## config.mk

```make
export PLATFORM = sky130hd
export DESIGN_NAME = slpq_cell
export DESIGN_NICKNAME = d
export VERILOG_FILES = /design/src/rtl/slpq_pkg.sv /design/src/rtl/slpq_cell.sv
export SDC_FILE = /design/constraint.sdc
export NUM_CORES = 1
export LEC_CHECK = 0
export ABC_AREA = 1
export BUFFER_PORTS_ARGS = -buffer_cell sky130_fd_sc_hd__buf_2
export CORE_AREA = 2 2 127 129
export CTS_BUF_LIST = sky130_fd_sc_hd__clkbuf_16
export DETAILED_ROUTE_END_ITERATION = 6
export DIE_AREA = 0 0 129 131
export GPL_TIMING_DRIVEN = 0
export PLACE_DENSITY = 0.59
export SYNTH_ARGS = -nofsm -noshare
export SYNTH_HDL_FRONTEND = slang
export SYNTH_SLANG_ARGS = --single-unit
export TNS_END_PERCENT = 20
```

## constraint.sdc

```tcl
create_clock -name clk -period 7.3 [get_ports clk]
set_input_delay 1.46 -clock clk [delete_from_list [all_inputs] [get_ports clk]]
set_output_delay 1.46 -clock clk [all_outputs]
set_load 0.02 [all_outputs]
```

## src/rtl/slpq_pkg.sv

```systemverilog
// Types and codes shared by the sorted-list priority queue modules.
package slpq_pkg;

  localparam int KEY_W   = 8;
  localparam int TILES_W = 36;
  localparam int DEPTH_W = 4;
  localparam int BLANK_W = 4;
  localparam int MOVE_W  = 2;
  localparam int HIST_W  = 24;
  localparam int KIND_W  = 2;
  localparam int STAT_W  = 2;
  localparam int DATA_W  = 80;

  localparam logic [KIND_W-1:0] KIND_INSERT = 2'd0;
  localparam logic [KIND_W-1:0] KIND_POP    = 2'd1;
  localparam logic [KIND_W-1:0] KIND_CLEAR  = 2'd2;

  localparam logic [STAT_W-1:0] STAT_DONE  = 2'd0;
  localparam logic [STAT_W-1:0] STAT_FULL  = 2'd1;
  localparam logic [STAT_W-1:0] STAT_EMPTY = 2'd2;

  typedef struct packed {
    logic [HIST_W-1:0]  history;
    logic [MOVE_W-1:0]  last_move;
    logic [BLANK_W-1:0] blank;
    logic [DEPTH_W-1:0] depth;
    logic [TILES_W-1:0] tiles;
    logic [KEY_W-1:0]   key;
  } entry_t;

  typedef struct packed {
    logic   ins;
    logic   pop;
    logic   clr;
    entry_t ent;
  } cell_ctl_t;

endpackage

```

## src/rtl/slpq_cell.sv

```systemverilog
// One cell of the sorted chain: holds one entry and shifts on insert or pop.
module slpq_cell (
  input  logic               clk,
  input  logic               rst_n,
  input  slpq_pkg::cell_ctl_t ctl,
  input  slpq_pkg::entry_t   left_entry,
  input  logic               left_valid,
  input  logic               left_push,
  input  slpq_pkg::entry_t   right_entry,
  input  logic               right_valid,
  output slpq_pkg::entry_t   entry,
  output logic               valid,
  output logic               push
);
  import slpq_pkg::*;

  entry_t entry_r, entry_nxt;
  logic   valid_r, valid_nxt;

  // cell moves right when empty or its key is not below the new key
  assign push = !valid_r || (entry_r.key >= ctl.ent.key);

  always_comb begin
    entry_nxt = entry_r;
    valid_nxt = valid_r;
    if (ctl.clr) begin
      valid_nxt = 1'b0;
    end else if (ctl.pop) begin
      entry_nxt = right_entry;
      valid_nxt = right_valid;
    end else if (ctl.ins && push) begin
      if (left_push) begin
        entry_nxt = left_entry;
        valid_nxt = left_valid;
      end else begin
        entry_nxt = ctl.ent;
        valid_nxt = 1'b1;
      end
    end
  end

  always_ff @(posedge clk) begin
    if (!rst_n) begin
      valid_r <= 1'b0;
    end else begin
      valid_r <= valid_nxt;
    end
  end

  always_ff @(posedge clk) begin
    entry_r <= entry_nxt;
  end

  assign entry = entry_r;
  assign valid = valid_r;

endmodule
```

# After elaboration in Yosys (flattened, before gate mapping)
# Index checks and enable logic that the tools add are counted.
# W data, S select, Z words.
[totals] out_inout_bits=80 in_bits=242 register_bits=79 elab_cells=22
[op_classes] magnitude_cmp=1 n_mux=6 n_reduce_logical=6 bitwise_logic=2
[ops] cell="$mux W78" count=3
[ops] cell="$ge A8 B8 Y1" count=1
[ops] cell="$mux W1" count=3
[ops] cell="$not A1 Y1" count=2
[ops] cell="$reduce_and A2 Y1" count=1
[ops] cell="$reduce_bool A2 Y1" count=1
[ops] cell="$reduce_or A2 Y1" count=1
[ops] cell="$logic_and A1 B1 Y1" count=1
[ops] cell="$logic_not A1 Y1" count=1
[ops] cell="$logic_or A1 B1 Y1" count=1

# Depth between registers and ports, before layout
[logic_depth] ltp_word=5 mapped_depth=13 ltp_nobuf=13

# Least setup slack after synthesis
# No wires, ideal clock.
[synth_path] kind="input to register" startpoint="input port ctl[0] (netlist name)" endpoint="register entry_r (netlist bit entry[0]), enable pin" arrival_time_ns=6.049 path_buffers=0 required_time_ns=6.759 path_stages=11 path_slack_ns=0.710 path_cell_list="ha_1 > inv_1 > nand2_1 > nand2_1 > nand2_1 > nand2_1 > nand2_1 > nand2_1 > nand2_1 > nand2_1 > a21oi_1"
[synth_between] elab_chain_cells=5
[synth_rtl] item="start, declared" line="slpq_cell.sv:5" text="input slpq_pkg::cell_ctl_t ctl,"
[synth_rtl] item="$ge A8 B8 Y1" line="slpq_cell.sv:21" text="assign push = !valid_r || (entry_r.key >= ctl.ent.key);"
[synth_rtl] item="$logic_or A1 B1 Y1" line="slpq_cell.sv:21"
[synth_rtl] item="via push" line="slpq_cell.sv:13" text="output logic push"
[synth_rtl] item="$logic_and A1 B1 Y1" line="slpq_cell.sv:31" text="end else if (ctl.ins && push) begin"
[synth_rtl] item="$reduce_bool A2 Y1 (no line)"
[synth_rtl] item="$reduce_and A2 Y1 (no line)"
[synth_rtl] item="end signal, assigned" line="slpq_cell.sv:51" text="entry_r <= entry_nxt;"
[synth_rtl] item="end, declared" line="slpq_cell.sv:17" text="entry_t entry_r, entry_nxt;"
# The timed path passes the listed nets, and every way through them passes these cells.
# A chain may end at the register's enable or synchronous reset.

# Worst setup path in the final report
[layout_path] startpoint="input port ctl[0] (netlist name)" endpoint="output port push"
[layout_between] elab_chain_cells=2
[layout_rtl] item="$ge A8 B8 Y1" line="slpq_cell.sv:21"
[layout_rtl] item="$logic_or A1 B1 Y1" line="slpq_cell.sv:21"
[layout_rtl] item="end, declared" line="slpq_cell.sv:13"
# No other way between the ends.

==> impl_metrics.py <==
metrics = {
    "run_status": {
        "status": "finished, final reports clean",
    },
    "setup_path": {
        "cp_num_buf_inv": 3,
        "critical_path.most_common_cell": "nand2_1",
        "path_class": "in2out",
        "crit_fanout": 2,
        "cp_top_family": "simple AND/OR/NAND/NOR gates",
        "r2r_cells": 14,
        "cp_slowest_cell": "ha_1",
        "crit_path_end": "push",
        "r2r_start": "entry[0]$_DFFE_PP_",
        "cp-startpoint": "ctl[0]",
        "crit_path_max_incr_delay_ns": 0.28,
        "path_cells": "buf_2 -> ha_1 -> inv_1 -> nand2_1 -> nand2_1 -> nand2_1 -> nand2_1 -> nand2_1 -> nand2_1 -> nand2_1 -> buf_2",
        "r2r-end": "entry[48]$_DFFE_PP_",
        "required_ns": 5.84,
        "critical_path_depth": 11,
        "crit_path_end_kind": "output port",
        "r2r_setup_slack_ns": 5.05,
        "arrival_ns": 2.43,
        "startpoint_type": "primary input",
    },
    "synth": {
        "syn_nets": 724,
        "synth-edff-count": 78,
        "synth_flop_cell": "edfxtp_1",
        "syn_area_mm2": 0.00420,
        "netlist.top_cell.by_area": "edfxtp_1",
        "netlist_top_cells_count": "a21oi_1 (161), nand2_1 (92), nor2_1 (84)",
        "synth.most_common_cell": "a21oi_1",
        "avgSynthCellArea_um2": 8.86,
        "synthArstFlopShare": 0,
        "yosysWarnings": 0,
        "synth_cells": 474,
        "synth_cell_type_count": 13,
        "ys_seq_elements": 79,
        "synth_seq_area_share": 0.563,
        "synth_area_leaders": "edfxtp_1 (56%), a21oi_1 (19%), nand2_1 (8.2%)",
        "synth_top_area_frac": 0.558,
    },
    "clock_tree": {
        "clockBufferDepth": 2,
        "cts_hold_buf": 0,
        "cts_tree": "built",
        "clock_latency_ns": 0.34,
        "post_cts_resized": 0,
        "numCtsBuffers": 9,
        "cts_root_buf": "clkbuf_16",
        "cts.sinks": 79,
        "path_clk_slew_ns": 0.06,
        "cts_max_level": 3,
        "post_cts.repair.setup_buffers": 0,
    },
    "finish": {
        "area_delta_synth_final_pct": 53.5,
        "num_antenna_cells": 0,
        "drive_gt1_frac": 0.459,
        "nets": 1057,
        "finish.instance_area_mm2": 0.00645,
        "post-route-util": 0.413,
    },
    "power_and_ir_drop": {
        "powerDensity_mw_per_mm2": 199,
        "power.leakage_nw": 3.07,
        "irDropWorstVdd_mv": 0.122,
    },
    "global_route": {
        "grt_max_degree": 29,
        "grtUsageMet1": 0.210,
        "grt_pass1_vias": 4378,
        "grtUsageMet3": 0.0379,
        "grt_pass1_wl_um": 22500,
        "grtUsageMet2": 0.312,
        "grt.busiest_layer": "met2",
        "antenna_found_initial": 0,
        "grt_remaining_overflow": 0,
        "track_usage": 0.177,
    },
    "sta": {
        "fin_crit_ns": 3.89,
        "setup_violations": 0,
        "worst_slew_pin_slew_ns": 0.334,
        "fin_skew_ns": 0.0108,
        "rsz0062_at_grt": "false",
        "fin_ws_ns": 3.41,
        "finalHoldViolCount": 0,
        "maxSlewHeadroom": 0.777,
        "post-route-period-util": 0.533,
        "tns_ns": 0,
        "clock.fmax_mhz": 257,
        "drv_slew": 0,
    },
    "routing": {
        "dr.pass1.iters": 4,
        "drt_iter0_drc": 200,
        "viasPerCell": 4.54,
        "ant_nets": 0,
        "vias": 4659,
        "wire_per_inst_um": 15.3,
        "drt-total-wl_um": 15800,
        "remaining_drc_errors": 0,
    },
    "floorplan": {
        "num_rows": 46,
        "start_util": 0.269,
        "dieArea_mm2": 0.0169,
        "fp.dieW_um": 129,
        "io_pins": 322,
        "core_area_mm2": 0.0156,
        "die_y_um": 131,
    },
    "placed_design": {
        "gp_congestion": 0.780,
        "dp_hpwl_um": 12200,
        "portBuffers": 319,
        "place_area_mm2": 0.00614,
        "pre_cts_ws_ns": 3.40,
    },
    "run": {
        "maxCapViolations": 0,
    },
    "hold_path": {
        "hold_path.class": "reg2reg",
    },
}
==> power breakdown <==
group | switching, mW | internal [mW] | total, mW
registers | 0.00773 | 0.540 | 0.548
clock network | 0.175 | 0.294 | 0.469
logic | 0.156 | 0.111 | 0.267
==> sequential cells by signal, summed over array words and instances, names as in the netlist <==
signal  flops
entry      78
valid       1
==> layout make-up <==
type                    count  area, um2
fillers                  1645       9150
flip-flops and latches     79       2360
repair buffers            322       1660
multi-input cells         347       1590
well taps                 216        270
clock buffers               9        225
plain buffers              34        200
clock inverters             6       77.6
inverters                  14       55.1
==> cell usage in the layout, fill, tap and decap left out, types with 4 or more instances in the layout <==
master     count
nand2_1       92
a21oi_1      160
clkbuf_16      9
ha_1           8
buf_2        347
edfxtp_1      78
inv_1         13
nor2_1        84
buf_6          4
==> worst min path at each step <==
stage | from | endpoint | slack, ns | depth (start not counted)
floorplan | valid$_SDFFE_PP0P_ | valid$_SDFFE_PP0P_ | 0.66 | 4
global placement | valid$_SDFFE_PP0P_ | valid$_SDFFE_PP0P_ | 0.61 | 4
detailed placement | valid$_SDFFE_PP0P_ | valid$_SDFFE_PP0P_ | 0.61 | 4
CTS | valid$_SDFFE_PP0P_ | valid$_SDFFE_PP0P_ | 0.63 | 4
global route | valid$_SDFFE_PP0P_ | valid$_SDFFE_PP0P_ | 0.69 | 4
finish | valid$_SDFFE_PP0P_ | valid$_SDFFE_PP0P_ | 0.64 | 4
==> through the flow <==
| stage | power [mW] | std cells | hold slack, ns |
|---|---|---|---|
| after floorplan | 0.696 | 474 | 0.661 |
| after global placement | 0.824 | 1009 | 0.608 |
| after detailed placement | 0.827 | 1012 | 0.614 |
| after CTS | 1.30 | 1027 | 0.628 |
| after global routing | 1.35 | 1027 | 0.693 |
| final | 1.28 | 1027 | 0.639 |
==> worst reg2reg max path, delay by kind of cell, from the launching register on <==
family	cells	cell delay (ns)
AOI/OAI and AO/OA	1	0.32
DFF	1	0.35
and+or+nand+nor	8	0.48
adders and majority gates	1	0.26
buffers and inverters	4	0.53
==> logic make-up (layout without fill, tap and decap cells) <==
| family | after synthesis | count (layout) | synth area share |
|---|---|---|---|
| DFF | 79 | 79 | 0.563 |
| adders and majority gates | 8 | 8 | 0.0238 |
| and+or+nand+nor | 178 | 178 | 0.161 |
| AOI/OAI and AO/OA | 161 | 161 | 0.192 |
| buffers and inverters | 48 | 385 | 0.0608 |
==> routing by layer <==
metal | vias to the layer above | part of all wire
met5 | - | 0
met4 | 0 | 0.025
met3 | 24 | 0.076
met2 | 228 | 0.50
met1 | 2107 | 0.40
li1 | 2300 | -
(Power assumes the default switching activity.)
